==> src/rtl/cscf_pkg.sv <==
// shared types and constants for the comment stripping character filter
package cscf_pkg;

   localparam int CharWidth         = 8;
   localparam int QueueDepthDefault = 4;

   localparam logic [CharWidth-1:0] CharSlash   = 8'h2F;
   localparam logic [CharWidth-1:0] CharQuote   = 8'h22;
   localparam logic [CharWidth-1:0] CharStar    = 8'h2A;
   localparam logic [CharWidth-1:0] CharNewline = 8'h0A;

   // one queue entry: a character and whether a held slash goes out before it
   typedef struct packed {
      logic [CharWidth-1:0] ch;
      logic                 pair;
   } cscf_entry_type;

   // front to queue write
   typedef struct packed {
      logic           valid;
      cscf_entry_type entry;
   } cscf_push_type;

endpackage

==> src/rtl/cscf_front.sv <==
// lexer front end: tracks comment and string mode and classifies each request
module cscf_front (
   input  logic                           clock,
   input  logic                           reset,
   input  logic                           accept,
   input  logic [cscf_pkg::CharWidth-1:0] in_char,
   output cscf_pkg::cscf_push_type        push
);
   import cscf_pkg::*;

   typedef enum logic [6:0] {
      MODE_PLAIN = 7'b0000001,
      MODE_SLASH = 7'b0000010,
      MODE_QUOTE = 7'b0000100,
      MODE_QEND  = 7'b0001000,
      MODE_LINE  = 7'b0010000,
      MODE_BLOCK = 7'b0100000,
      MODE_STAR  = 7'b1000000
   } mode_type;

   mode_type mode_ff, mode_in;
   logic     depth_ff, depth_in;
   logic     emit;
   logic     pair;

   function automatic mode_type plain_next(input logic [CharWidth-1:0] c);
      mode_type m;
      if (c == CharSlash) begin
         m = MODE_SLASH;
      end else if (c == CharQuote) begin
         m = MODE_QUOTE;
      end else begin
         m = MODE_PLAIN;
      end
      return m;
   endfunction

   always_comb begin
      mode_in  = mode_ff;
      depth_in = depth_ff;
      emit     = 1'b0;
      pair     = 1'b0;
      unique case (mode_ff)
         MODE_SLASH: begin
            if (in_char == CharSlash) begin
               mode_in = MODE_LINE;
            end else if (in_char == CharStar) begin
               mode_in  = MODE_BLOCK;
               depth_in = depth_ff + 1'b1;
            end else begin
               // held slash was not an opener: slash then this char
               mode_in = plain_next(in_char);
               emit    = 1'b1;
               pair    = 1'b1;
            end
         end
         MODE_QUOTE: begin
            if (in_char == CharQuote) begin
               mode_in = MODE_QEND;
            end
            emit = 1'b1;
         end
         MODE_QEND: begin
            if (in_char == CharQuote) begin
               mode_in = MODE_QUOTE;
               emit    = 1'b1;
            end else begin
               mode_in = plain_next(in_char);
               emit    = (in_char != CharSlash);
            end
         end
         MODE_LINE: begin
            if (in_char == CharNewline) begin
               mode_in = MODE_PLAIN;
               emit    = 1'b1;
            end
         end
         MODE_BLOCK: begin
            if (in_char == CharStar) begin
               mode_in = MODE_STAR;
            end
         end
         MODE_STAR: begin
            if (in_char == CharSlash) begin
               depth_in = depth_ff - 1'b1;
               mode_in  = (depth_ff == 1'b1) ? MODE_PLAIN : MODE_BLOCK;
            end else if (in_char != CharStar) begin
               mode_in = MODE_BLOCK;
            end
         end
         default: begin
            mode_in = plain_next(in_char);
            emit    = (in_char != CharSlash);
         end
      endcase
   end

   assign push.valid      = accept & emit;
   assign push.entry.ch   = in_char;
   assign push.entry.pair = pair;

   always_ff @(posedge clock) begin
      if (reset) begin
         mode_ff  <= MODE_PLAIN;
         depth_ff <= 1'b0;
      end else if (accept) begin
         mode_ff  <= mode_in;
         depth_ff <= depth_in;
      end
   end

endmodule

==> src/rtl/cscf_queue.sv <==
// short queue between the lexer front end and the output back end
module cscf_queue #(
   parameter int Depth = cscf_pkg::QueueDepthDefault
) (
   input  logic                     clock,
   input  logic                     reset,
   input  cscf_pkg::cscf_push_type  push,
   input  logic                     pop,
   output logic                     full,
   output logic                     empty,
   output cscf_pkg::cscf_entry_type head
);
   import cscf_pkg::*;

   localparam int PtrWidth = (Depth > 1) ? $clog2(Depth) : 1;
   localparam int CntWidth = $clog2(Depth + 1);
   localparam logic [PtrWidth-1:0] PtrLast = PtrWidth'(Depth - 1);
   localparam logic [CntWidth-1:0] CntFull = CntWidth'(Depth);

   cscf_entry_type        store_ff [Depth];
   logic [PtrWidth-1:0]   wr_ptr_ff, wr_ptr_in;
   logic [PtrWidth-1:0]   rd_ptr_ff, rd_ptr_in;
   logic [CntWidth-1:0]   count_ff, count_in;
   logic                  do_push;
   logic                  do_pop;

   assign full    = (count_ff == CntFull);
   assign empty   = (count_ff == '0);
   assign head    = store_ff[rd_ptr_ff];
   assign do_push = push.valid & ~full;
   assign do_pop  = pop & ~empty;

   always_comb begin
      wr_ptr_in = wr_ptr_ff;
      rd_ptr_in = rd_ptr_ff;
      count_in  = count_ff;
      if (do_push) begin
         wr_ptr_in = (wr_ptr_ff == PtrLast) ? '0 : wr_ptr_ff + 1'b1;
      end
      if (do_pop) begin
         rd_ptr_in = (rd_ptr_ff == PtrLast) ? '0 : rd_ptr_ff + 1'b1;
      end
      if (do_push && !do_pop) begin
         count_in = count_ff + 1'b1;
      end else if (do_pop && !do_push) begin
         count_in = count_ff - 1'b1;
      end
   end

   always_ff @(posedge clock) begin
      if (do_push) begin
         store_ff[wr_ptr_ff] <= push.entry;
      end
   end

   always_ff @(posedge clock) begin
      if (reset) begin
         wr_ptr_ff <= '0;
         rd_ptr_ff <= '0;
         count_ff  <= '0;
      end else begin
         wr_ptr_ff <= wr_ptr_in;
         rd_ptr_ff <= rd_ptr_in;
         count_ff  <= count_in;
      end
   end

endmodule

==> src/rtl/cscf_back.sv <==
// output back end: expands a queued entry into one or two results
module cscf_back (
   input  logic                           clock,
   input  logic                           reset,
   input  logic                           q_empty,
   input  cscf_pkg::cscf_entry_type       q_head,
   output logic                           q_pop,
   output logic                           rsp_empty,
   input  logic                           rsp_pop,
   output logic [cscf_pkg::CharWidth-1:0] rsp_out_char,
   output logic                           rsp_last_of_run
);
   import cscf_pkg::*;

   // set once the held slash of a pair entry has gone out
   logic second_ff, second_in;
   logic slash_first;
   logic taken;

   assign slash_first     = q_head.pair & ~second_ff;
   assign rsp_empty       = q_empty;
   assign rsp_out_char    = slash_first ? CharSlash : q_head.ch;
   assign rsp_last_of_run = ~slash_first;
   assign taken           = rsp_pop & ~q_empty;
   assign q_pop           = taken & ~slash_first;

   always_comb begin
      second_in = second_ff;
      if (taken) begin
         second_in = slash_first;
      end
   end

   always_ff @(posedge clock) begin
      if (reset) begin
         second_ff <= 1'b0;
      end else begin
         second_ff <= second_in;
      end
   end

endmodule

==> src/rtl/comment_stripping_char_filter_core.sv <==
// comment stripping character filter: one character in, zero to two out
// results: queued when their request is accepted, shown on the rsp ports in request order
// throughput: one request per cycle while the queue has room; results leave one per
// cycle while rsp_pop is high, from the single back-end output, so a request giving two
// results holds its queue entry for both, and the queue absorbs the difference
// reset: lexer returns to plain text, depth to zero, queue and output stage emptied
module comment_stripping_char_filter_core #(
   parameter int QueueDepth = cscf_pkg::QueueDepthDefault
) (
   input  logic                           clock,
   input  logic                           reset,
   input  logic                           req_push,
   output logic                           req_full,
   input  logic [cscf_pkg::CharWidth-1:0] req_in_char,
   output logic                           rsp_empty,
   input  logic                           rsp_pop,
   output logic [cscf_pkg::CharWidth-1:0] rsp_out_char,
   output logic                           rsp_last_of_run
);
   import cscf_pkg::*;

   cscf_push_type  push;
   cscf_entry_type head;
   logic           accept;
   logic           q_empty;
   logic           q_pop;

   assign accept = req_push & ~req_full;

   cscf_front u_front (
      .clock   (clock),
      .reset   (reset),
      .accept  (accept),
      .in_char (req_in_char),
      .push    (push)
   );

   cscf_queue #(
      .Depth (QueueDepth)
   ) u_queue (
      .clock (clock),
      .reset (reset),
      .push  (push),
      .pop   (q_pop),
      .full  (req_full),
      .empty (q_empty),
      .head  (head)
   );

   cscf_back u_back (
      .clock           (clock),
      .reset           (reset),
      .q_empty         (q_empty),
      .q_head          (head),
      .q_pop           (q_pop),
      .rsp_empty       (rsp_empty),
      .rsp_pop         (rsp_pop),
      .rsp_out_char    (rsp_out_char),
      .rsp_last_of_run (rsp_last_of_run)
   );

endmodule

==> config.mk <==
export PLATFORM = sky130hd
export DESIGN_NAME = comment_stripping_char_filter_core
export DESIGN_NICKNAME = d
export VERILOG_FILES = /design/src/rtl/cscf_pkg.sv /design/src/rtl/cscf_front.sv /design/src/rtl/cscf_queue.sv /design/src/rtl/cscf_back.sv /design/src/rtl/comment_stripping_char_filter_core.sv
export SDC_FILE = /design/constraint.sdc
export NUM_CORES = 1
export LEC_CHECK = 0
export BUFFER_PORTS_ARGS = -buffer_cell sky130_fd_sc_hd__buf_2
export CAP_MARGIN = 20
export CORE_MARGIN = 3
export CORE_UTILIZATION = 48
export DETAILED_ROUTE_END_ITERATION = 8
export HOLD_SLACK_MARGIN = 0.06
export PLACE_DENSITY = 0.76
export SYNTH_ARGS = -nofsm -noshare
export SYNTH_HDL_FRONTEND = slang
export SYNTH_SLANG_ARGS = --single-unit
==> constraint.sdc <==
create_clock -name clock -period 7.3 [get_ports clock]
set_input_delay 0.73 -clock clock [delete_from_list [all_inputs] [get_ports clock]]
set_output_delay 0.73 -clock clock [all_outputs]
set_load 0.01 [all_outputs]
* Word level (Yosys, flattened, before mapping)
Memory sizes are Yosys's and may differ from the RTL's. A register that Yosys moved wholly into a read port is not among the register bits. Cells that the tools add are included.
Storage, ports and cells: flip-flop bits (word level) 16, RAM bits 36, input port bits 12, output and inout port bits 11, logic and storage cells 88, memories kept 1
Operators by class: add/sub/neg operators 6, eq/ne operators 22, multiplexer cells 32, bitwise gates (word level) 11, reductions and logical operators 10
Memories:
- u_queue.store_ff | depth 4, bits a word 9, read ports 1, clocked after Yosys merged registers in 1, wr ports 1, line cscf_queue.sv:20 | cscf_entry_type store_ff [Depth];
Operators with widths (number):
- 2-to-1 mux 7 bit | 9
- case mux 7 bit (6 select lines) | 1
- == test 8 x 6 -> 1 bit, second input constant | 3
- inequality test 8 x 6 -> 1 bit, second input constant | 2
- 2-to-1 mux 1 bit | 10
- 2-to-1 mux 2 bit | 5
- inequality test 2 x 1 -> 1 bit, second input constant | 5
- AND reduction 5 bit | 2
- 2-to-1 mux 3 bit | 3
- == test 8 x 4 -> 1 bit, second input constant | 1
- 2-to-1 mux 8 bit | 1
- AND 1 bit | 7
- == test 7 x 2 -> 1 bit, second input constant | 1
- == test 7 x 3 -> 1 bit, second input constant | 1
- == test 7 x 4 -> 1 bit, second input constant | 1
- == test 7 x 5 -> 1 bit, second input constant | 1
- == test 7 x 6 -> 1 bit, second input constant | 1
- == test 7 bit, second input constant | 1
- 2-to-1 mux 6 bit | 1
- case mux 1 bit (5 select lines) | 1
- adder 2 x 1 -> 2 bit, second input constant | 2
- == test 2 bit, second input constant | 2
- inverter 1 bit | 4
- nonzero test 2 bit | 2
- other kinds (12) | 14

* Depth between registers and ports, before layout
Gate-level depths: netlist of run 1.
depth in word-level cells 10, depth in mapped cells 12, gate-level depth less buffers 11

* By module
Synthesis of run 1 repeated with hierarchy kept, for this count alone.
Unflattened totals: cell total of the unflattened synthesis 206, area, all modules 2707.6 µm²
By module, submodules not included:
- cscf_queue | instances 1, cells an instance 97, area an instance 1811.7 µm², sequential area each 1261.2 µm²
- cscf_front | instances 1, cells an instance 91, area an instance 737.0 µm², sequential area each 160.2 µm²
- cscf_back | instances 1, cells an instance 17, area an instance 145.1 µm², sequential area each 20.0 µm²
- comment_stripping_char_filter_core | instances 1, cells an instance 1, area an instance 13.8 µm², sequential area each 0.0 µm²

* Least setup slack after synthesis of run 1
No wires, ideal clock.
kind input to register, start input port req_in_char[2] in the netlist's numbering, end register u_queue.count_ff[2], setup time 70 ps, data arrival time 2774 ps, required time 7230 ps, path slack 4456 ps, cell stages on the path 11, path buffers 1, cell sequence and4_1 > and2_1 > clkbuf_1 > o211a_1 > nor2_1 > ha_1 > inv_1 > fa_1 > xor2_1 > or3_1 > a21oi_1
Between the ends: cells in the longest elaborated chain, start to end 9, elaborated cells between the ends (all ways) 17, classes of those cells 5 x eq/ne; 6 x mux; 2 x bitwise; 4 x reduce/logical
RTL lines:
- start, declared | line comment_stripping_char_filter_core.sv:14 | input logic [cscf_pkg::CharWidth-1:0] req_in_char,
- == test 8 x 6 -> 1 bit | line cscf_front.sv:47 | end else if (in_char == CharStar) begin
- 2-to-1 mux 1 bit | line cscf_front.sv:47
- 2-to-1 mux 1 bit | line cscf_front.sv:45 | if (in_char == CharSlash) begin
- case mux 1 bit (5 select lines) (*) | line cscf_front.sv:43 | unique case (mode_ff)
- AND 1 bit (*) | line cscf_front.sv:98 | assign push.valid = accept & emit;
- AND 1 bit (*) | line cscf_queue.sv:30 | assign do_push = push.valid & ~full;
- named net u_queue.do_push | line cscf_queue.sv:24 | logic do_push;
- zero test 1 bit | line cscf_queue.sv:45 | end else if (do_pop && !do_push) begin
- logical AND 1 bit | line cscf_queue.sv:45
- nonzero test 2 bit (no source line)
- end signal, assigned | line cscf_queue.sv:64 | count_ff <= count_in;
- end, declared | line cscf_queue.sv:23 | logic [CntWidth-1:0] count_ff, count_in;
Mark *: on every way through the listed nets, which the timed path passes. The rest lies on a longest branch. A chain may end at the register's enable or synchronous reset.

==> summary.md, run 1 <==
The flow ran to the end, and the final reports show no timing, DRC or antenna violations. In this run the post-CTS setup repair buffer count came out at 0. Number of nets in the layout: 250. The routed layout has 1661 vias. The initial core utilization is 50.7%.

For the number of violations reported at the end of detailed-routing iteration 0, the log shows 104. The placer congestion estimate came out at 0.851. The smallest clock period supported by the final layout is computed as 3.18 ns.

Clock tree synthesis selected as its root buffer the cell sky130_fd_sc_hd__clkbuf_8. In this run the worst hold path is classified as reg -> reg. Dividing the detail-routed wire length by the instance count gives 15.6 um. Input and output buffers added on the ports amount to 22.

Measured against its own limit, the worst slew margin works out to 50.7%. The sequential cell area fraction in the yosys report is 54.2%, and the post-route clock period utilization is 43.6%. The run gives 0.30 ns as the clock latency of the later-clocked register in the worst-skew pair. Yosys mapped the design onto 49 distinct sky130hd cell types. The repair_antennas step left the layout with diodes totalling 0. In this run the count of I/O pins placed on the die edge is 23.

The overall power of the completed layout was 0.797 mW; the total of cells resized after clock tree synthesis was 0. For the maximum number of pins on one net before global-route repair, the log shows 18. Summed over all layers, the routed wires come to 4720 um. The logs give 0 for the synthesis warning total and 1628 for the via count of the first global-routing pass.

Setup repair after global routing left no endpoint under its margin. Ranked by total cell area, the synthesized netlist is headed by sky130_fd_sc_hd__edfxtp_1 41%, sky130_fd_sc_hd__dfxtp_1 14%, sky130_fd_sc_hd__mux4_2 7.6%. The run gives 0 as the setup-violating endpoint count in the final report. The tools report the maximum clock rate as 314 MHz.

In this run the static leakage power is 1.05 nW. The path type of the worst setup path was reg -> reg. The max-cap check violation count was 0. The share of flip-flops with an asynchronous set or reset after synthesis came out at 0%. The startpoint identified for the worst hold timing path is u_queue.count_ff[2].

The maximum buffer depth of the clock tree came out at 2. The tools report the final-layout setup total negative slack as 0 ns. At the pin with the least slew margin, the transition time is 0.739 ns. Counting the buffers created by CTS gives 5. The filler cells instantiated in the layout total 440. The type of element capturing the critical path is a flip-flop. The count of unresolved DRC violations after routing is 0, and the sum of buffers and inverters on the critical path is 2. A synthesized cell averages 12.4 um2. In the synthesized netlist the dominant register cell turns out to be sky130_fd_sc_hd__edfxtp_1. For the data required time at the worst endpoint, the log shows 7.54 ns. The worst setup path is launched from a flip-flop.

For the worst setup path, the data arrival time is 3.42 ns. The HPWL after detailed placement is 3380 um. The cell area after synthesis came out at 2660 um2. The final-report max-slew violation count is 0, and the aggregate global routing overflow is 0. The tools report the worst vdd rail ir drop as 0.000108 V. For this design the total switching power over the nets is 0.228 mW. After synthesis, the largest area contributor takes up 40.7% of total cell area. The final core utilization is 55.5%, and the number of antenna violations at the first check in global routing is 0. The die footprint is 6470 um2, and the die width is 80.4 um. Traced cell by cell, the critical path runs through mux4_2 > nor2b_1 > nor2_1 > inv_1 > ha_1 > inv_1 > fa_1 > xor2_1 > or3_1 > a21oi_1. Counting every net in the synthesized netlist gives 234. TritonCTS built the clock tree. The clock network is responsible for 24.4% of the overall power. The height of the chip is 80.4 um. Worst-case clock skew: 0.00861 ns. Dividing total power by cell area gives a power density of 274 nW/um2. After clock tree synthesis, the flow added hold-fix buffers numbering 0.

The most common cell in the synthesized netlist is sky130_fd_sc_hd__edfxtp_1. The share of total power dissipated in sequential elements is 49.6%. The standard cell with the maximum stage delay on the critical path was sky130_fd_sc_hd__dfxtp_1. The core region is 5240 um2. The kind of cell with the highest combined delay along the critical path is simple AND/OR/NAND/NOR gates. The first global-routing pass estimated 7940 um of wire. The hold violation total from the final report is 0. Summed over all instances, the cell type with the most area after synthesis is sky130_fd_sc_hd__edfxtp_1. Dividing the detail-routed via count by the number of cells gives 5.50. Synthesis inferred 54 register bits. The combinational share of power was 26.0%.

Synthesis handed over a netlist of 215 instances. In the final layout, the share of cells above drive strength 1 is 22.8%. Switching fraction of total power: 28.7%. CTS saw 54 sinks. The most common cell type on the critical path is sky130_fd_sc_hd__inv_1. The global routing usage summed across all routing layers is 16.4%.

The maximum fanout count along the critical path works out to 11. For the number of iterations in the first detailed-routing pass, the log shows 4. Counting instances in the post-synthesis netlist gives the leading cell types as 36 x sky130_fd_sc_hd__edfxtp_1, 18 x sky130_fd_sc_hd__dfxtp_1, 14 x sky130_fd_sc_hd__nor2_1.

The number of synthesized flops with an enable pin came out at 36. The register clock-pin slew on the reported worst setup and hold paths was 0.09 ns. Internal power comes to 0.568 mW.

In this run the remaining antenna-violating nets after routing total 0. The H-tree level count came out at 2. The biggest cell delay along the critical path was 0.70 ns; the number of core rows was 26. The growth of design area from synthesis to finish is 9.37%.
-- metrics by stage --
| step | setup WS, ns | std cells | instance area [um2] | hold slack, ns |
|---|---|---|---|---|
| after floorplan | 4.46 | 215 | 2660 | 0.450 |
| after global placement | 4.16 | 294 | 2800 | 0.470 |
| after detailed placement | 4.06 | 294 | 2800 | 0.492 |
| after CTS | 4.05 | 302 | 2910 | 0.507 |
| after global routing | 3.83 | 302 | 2910 | 0.527 |
| final | 4.12 | 302 | 2910 | 0.513 |
-- flip-flops by register name (all words and copies together), names as in the netlist, named ones only --
name               flops
u_queue.rd_ptr_ff      2
u_queue.store_ff      36
u_front.mode_ff        7
u_queue.wr_ptr_ff      2
u_back.second_ff       1
u_queue.count_ff       3
u_front.depth_ff       1
-- per-layer routing --
metal	GRT usage [%]	share of wire, %	vias to the layer above
met5	0	0	-
met4	7.09	1.7	0
met3	2.80	2.6	5
met2	28.1	50	20
met1	20.2	46	799
li1	-	-	837
-- final cells by class --
type,instances,area (um2),area share [%]
clock buffer,6,72.6,2.50
clock inverter,2,37.5,1.29
inverter,6,22.5,0.775
multi-input combinational,142,1130,39.0
sequential,54,1440,49.6
tap,70,87.6,3.01
timing repair buffer,22,110,3.79
-- cells by family (layout without fill, tap and decap cells) --
kind of cell | count (synthesis) | in the layout | share of synthesized area (%)
muxes | 13 | 13 | 9.13
xor gates and xnor gates | 6 | 6 | 1.98
buffers and inverters | 19 | 36 | 3.06
and+or+nand+nor | 81 | 81 | 18.7
adders and majority gates | 7 | 7 | 3.58
DFF | 54 | 54 | 54.2
AOI/OAI and AO/OA | 35 | 35 | 9.28
-- placed cells by master, fill, tap and decap left out, types with 2 or more instances in the layout --
| cell type | Yosys | layout |
|---|---|---|
| sky130_fd_sc_hd__nand3_1 | 4 | 4 |
| sky130_fd_sc_hd__nor3_1 | 7 | 7 |
| sky130_fd_sc_hd__inv_1 | 6 | 6 |
| sky130_fd_sc_hd__or2_2 | 5 | 5 |
| sky130_fd_sc_hd__xor2_1 | 5 | 5 |
| sky130_fd_sc_hd__nand4_1 | 2 | 2 |
| sky130_fd_sc_hd__mux2i_1 | 4 | 4 |
| sky130_fd_sc_hd__mux4_2 | 9 | 9 |
| sky130_fd_sc_hd__o21ai_1 | 2 | 2 |
| sky130_fd_sc_hd__and3_1 | 7 | 7 |
| sky130_fd_sc_hd__dfxtp_1 | 18 | 18 |
| sky130_fd_sc_hd__nor2_1 | 14 | 14 |
| sky130_fd_sc_hd__a211o_1 | 4 | 4 |
| sky130_fd_sc_hd__a31oi_1 | 2 | 2 |
| sky130_fd_sc_hd__a21oi_1 | 12 | 12 |
| sky130_fd_sc_hd__nor4_1 | 2 | 2 |
| sky130_fd_sc_hd__nor4b_1 | 2 | 2 |
| sky130_fd_sc_hd__o211ai_1 | 2 | 2 |
| sky130_fd_sc_hd__and2_1 | 4 | 4 |
| sky130_fd_sc_hd__nand2_1 | 11 | 11 |
| sky130_fd_sc_hd__clkbuf_8 | 0 | 5 |
| sky130_fd_sc_hd__o21ai_0 | 4 | 4 |
| sky130_fd_sc_hd__buf_2 | 8 | 22 |
| sky130_fd_sc_hd__ha_1 | 6 | 6 |
| sky130_fd_sc_hd__nand2b_1 | 5 | 5 |
| sky130_fd_sc_hd__or3_1 | 3 | 3 |
| sky130_fd_sc_hd__nor2b_1 | 6 | 6 |
| sky130_fd_sc_hd__edfxtp_1 | 36 | 36 |
-- tightest hold or removal path: stages, from the launching register on --
cell                      delay, ns
sky130_fd_sc_hd__dfxtp_1       0.34
sky130_fd_sc_hd__o21ai_0       0.08
sky130_fd_sc_hd__a21oi_1       0.06
-- path summary, 6_finish.rpt --
kind / slack, ns / depth (start not counted) / end
setup / recovery: 4.12 / 10 / u_queue.count_ff[2]
hold / removal: 0.51 / 2 / u_queue.count_ff[2]
setup reg to reg: 4.12 / 10 / u_queue.count_ff[2]
hold reg to reg: 0.51 / 2 / u_queue.count_ff[2]
-- power by group through the flow --
stage | combinational [mW] | sequential [mW] | clock (mW)
floorplan | 0.165 | 0.385 | 0
global placement | 0.206 | 0.402 | 0
detailed placement | 0.211 | 0.403 | 0
CTS | 0.211 | 0.396 | 0.199
global route | 0.234 | 0.402 | 0.210
finish | 0.207 | 0.395 | 0.194
(Power assumes the default switching activity.)
==> inputs of run 2 (changes only) <==
- ABC_AREA: default -> 1
- PLACE_DENSITY: 0.76 -> 0.79
- clock period: 7.3 -> 2.7 ns (I/O delays scaled with it)
==> run 2 against run 1 <==
Count of clock-buffer cells in the layout unchanged. Combinational power increased to 4.6 times the previous value. Flip-flop and latch count unchanged. Clock power increased to 2.7 times the previous value. Critical endpoint unchanged.
==> summary.md, run 2 <==
The synthesis warning total is 0 (unchanged), and the via-per-instance ratio is 5.00 (was 5.50). Number of buffers added to fix hold violations after cts: 0 (unchanged). The worst-case clock skew is 0.00498 ns (was 0.00861 ns), and the placer congestion estimate is 0.884 (was 0.851). The tools report the final-layout setup total negative slack as 0 ns (unchanged). The final-report max-slew violation count came out at 0 (unchanged). The logs give 53.4% (was 54.2%) for the sequential cell area fraction in the yosys report and 0 (unchanged) for the setup-violating endpoint count in the final report.

The logs give 0 (unchanged) for the aggregate global routing overflow and 4 (unchanged) for the number of iterations in the first detailed-routing pass. The tools report the arrival time of the worst setup path as 2.60 ns (was 3.42 ns). The post-detailed-route wirelength per cell was 12.8 um (was 15.6 um); the number of antenna cells inserted was 0 (unchanged).

The tools report the number of violations reported at the end of detailed-routing iteration 0 as 85 (was 104). The placeable core area is 5270 um2 (was 5240 um2). The CTS buffer count is 5 (unchanged).

The run gives 3890 um (was 3380 um) as the estimated wirelength of the detail-placed design. The relative slew slack came out at 74.2% (was 50.7%). List of most frequent post-synthesis cells: 64 x sky130_fd_sc_hd__nor2_1, 39 x sky130_fd_sc_hd__inv_1, 38 x sky130_fd_sc_hd__nand2_1 (was 36 x sky130_fd_sc_hd__edfxtp_1, 18 x sky130_fd_sc_hd__dfxtp_1, 14 x sky130_fd_sc_hd__nor2_1). The global routing usage summed across all routing layers was 16.8% (was 16.4%); the cell area after synthesis was 2700 um2 (was 2660 um2). Total I/O pin count: 23 (unchanged). Mean area per synthesized cell: 8.96 um2 (was 12.4 um2).

The flow ran to the end, and the final reports show no timing, DRC or antenna violations. The logs give 0.000351 V (was 0.000108 V) for the worst vdd rail ir drop and 6560 um2 (was 6470 um2) for the die footprint. The count of buffers added by post-CTS timing repair for setup was 0 (unchanged). The predominant post-synthesis flop cell was sky130_fd_sc_hd__edfxtp_1 (unchanged). For the total of cells resized after clock tree synthesis, the log shows 0 (unchanged). The type of element capturing the critical path was a flip-flop (unchanged). Die width: 81.0 um (was 80.4 um). The clock root buffer is sky130_fd_sc_hd__clkbuf_8 (unchanged). The number of synthesized flops with an enable pin is 36 (unchanged), and the overall routed net length is 5130 um (was 4720 um). The run gives 8630 um (was 7940 um) as the wire length of the first global-routing pass. Number of unique standard cell types used by synthesis: 29 (was 49). Setup repair after global routing left no endpoint under its margin. The register ranked first by flip-flop count was u_queue.store_ff (unchanged). Regs by FF count: u_queue.store_ff: 36 flops, u_front.mode_ff: 7 flops, u_queue.count_ff: 3 flops (unchanged).

The post-route clock period utilization came out at 89.3% (was 43.6%). The number of nets with antenna violations after detailed routing was 0 (unchanged). Clock latency of the later-clocked register in the worst-skew pair: 0.30 ns (about the same). The maximum clock rate was 415 MHz (was 314 MHz); the initial core utilization was 51.2% (was 50.7%). Maximum fanout count along the critical path: 5 (was 11). Most common cell in the netlist: sky130_fd_sc_hd__nor2_1 (was sky130_fd_sc_hd__edfxtp_1). The register clock-pin slew on the reported worst setup and hold paths works out to 0.09 ns (about the same). The height of the chip came out at 81.0 um (was 80.4 um).

The library cell occupying the most area in the post-synthesis netlist is sky130_fd_sc_hd__edfxtp_1 (unchanged). Max-cap check violation count: 0 (unchanged). The data required time at the worst endpoint came out at 2.89 ns (was 7.54 ns). The leading cell type in the layout, fill and taps excluded was sky130_fd_sc_hd__nor2_1 (was sky130_fd_sc_hd__edfxtp_1). Type of the worst min-delay path: in -> reg (was reg -> reg). The share of final-layout standard cells stronger than drive strength 1 was 19.9% (was 22.8%); the synthesized netlist net count was 320 (was 234). The post-synthesis register bit count is 54 (unchanged), and the number of core rows is 26 (unchanged).

The maximum number of pins on one net before global-route repair was 17 (was 18); the leakage power summed over all cells was 1.26 nW (was 1.05 nW). The via count of the first global-routing pass came out at 1956 (was 1628). Path type of the worst setup path: reg -> reg (unchanged). For the final core utilization, the log shows 57.5% (was 55.5%).

The maximum buffer depth of the clock tree was 2 (unchanged); the hold violation total from the final report was 0 (unchanged). The total power divided by cell area is 850 nW/um2 (was 274 nW/um2). The share of flip-flops with an asynchronous set or reset after synthesis is 0% (unchanged), and the minimum clock period is 2.41 ns (was 3.18 ns). Commonest non-fill, non-tap cells in the layout: 64 x sky130_fd_sc_hd__nor2_1, 39 x sky130_fd_sc_hd__inv_1, 38 x sky130_fd_sc_hd__nand2_1 (was 36 x sky130_fd_sc_hd__edfxtp_1, 22 x sky130_fd_sc_hd__buf_2, 18 x sky130_fd_sc_hd__dfxtp_1).

TritonCTS built the clock tree. The total via count after detailed routing was 2004 (was 1661). The worst-margin pin slew was 0.386 ns (was 0.739 ns); the number of flip-flops in the largest register was 36 (unchanged).

The tools report the number of nets in the layout as 349 (was 250). The flop-to-flop setup slack was 0.29 ns (was 4.12 ns); the count of buffers inserted at the top-level ports was 22 (unchanged). The growth of design area from synthesis to finish is 12.3% (was 9.37%), and the H-tree level count is 2 (unchanged). The number of clock sinks seen by CTS came out at 54 (unchanged). For the count of unresolved DRC violations after routing, the log shows 0 (unchanged).

The number of antenna violations at the first check in global routing was 0 (unchanged). Cell types with the largest area share after synthesis: sky130_fd_sc_hd__edfxtp_1 40%, sky130_fd_sc_hd__dfxtp_1 13%, sky130_fd_sc_hd__nor2_1 8.9% (was sky130_fd_sc_hd__edfxtp_1 41%, sky130_fd_sc_hd__dfxtp_1 14%, sky130_fd_sc_hd__mux4_2 7.6%). The number of standard cells after synthesis was 301 (was 215). Type of origin of the critical path: a flip-flop (unchanged). The area share of the leading cell type in the synthesized netlist came out at 40.1% (was 40.7%).
==> run 2: changes by cell type after synthesis, sizes merged, moves of 6 or more <==
cell	before	now
nor3	7	1
nor2	14	74
nand2	11	45
mux4	9	0
o21ai	7	27
nor2b	6	0
and3	7	0
inv	6	44
==> run 2: per-layer routing <==
layer	part of all wire, %	GRT usage [%]
met1	46	20.5
met2	49	30.1
met3	4.4	3.55
met4	0.90	4.05
met5	0	0
==> run 2: critical path, stage by stage (launching register included) <==
cell	delay [ns]
sky130_fd_sc_hd__dfxtp_2	0.35
sky130_fd_sc_hd__nor2_2	0.15
sky130_fd_sc_hd__nand3_2	0.12
sky130_fd_sc_hd__nor2_4	0.17
sky130_fd_sc_hd__nand3_2	0.12
sky130_fd_sc_hd__nand3_1	0.12
sky130_fd_sc_hd__nor2_2	0.06
sky130_fd_sc_hd__nor2_4	0.14
sky130_fd_sc_hd__ha_1	0.16
sky130_fd_sc_hd__inv_1	0.07
sky130_fd_sc_hd__fa_1	0.38
sky130_fd_sc_hd__a21oi_1	0.14
sky130_fd_sc_hd__o21ai_0	0.11
sky130_fd_sc_hd__o21ai_0	0.17
sky130_fd_sc_hd__a21oi_1	0.05
==> run 2: cell type report <==
| cell class | instances | area (um2) |
|---|---|---|
| clock inverter | 2 | 37.5 |
| timing repair buffer | 29 | 163 |
| tap | 70 | 87.6 |
| multi-input combinational | 196 | 1060 |
| fill | 476 | 2240 |
| sequential | 54 | 1450 |
| inverter | 44 | 165 |
| clock buffer | 6 | 72.6 |
==> run 2: cell families after synthesis <==
group	Yosys count	synth area share, %
simple gates	136	23.5
flops	54	53.4
buf+inv	51	7.51
compound gates	48	10.2
fa+ha+maj	7	3.53
mux	5	1.86
==> run 2: where the power goes <==
part / switching (mW) / internal (mW) / total (mW)
Clock: 0.247 / 0.277 / 0.524
Combinational: 0.580 / 0.364 / 0.944
Sequential: 0.0827 / 1.03 / 1.11
Total: 0.910 / 1.67 / 2.58
==> run 2: path summary, 6_finish.rpt <==
kind                         endpoint          startpoint  cells past startpoint
setup / recovery  u_queue.count_ff[2]  u_front.mode_ff[3]                     14
hold / removal     u_front.mode_ff[1]               reset                      2
setup reg to reg  u_queue.count_ff[2]  u_front.mode_ff[3]                     14
hold reg to reg      u_front.depth_ff    u_front.depth_ff                      2
==> run 2: metrics by stage <==
stage                     instance area [um2]  std cells  setup slack, ns  hold WS (ns)  power [mW]
after global placement                   2910        393            0.300         0.463        2.04
after CTS                                3020        401            0.239         0.166        2.60
after detailed placement                 2910        393            0.235         0.469        2.08
after floorplan                          2700        301            0.534         0.339        1.78
final                                    3030        401            0.290         0.172        2.58
after global routing                     3030        401          0.00138         0.166        2.76
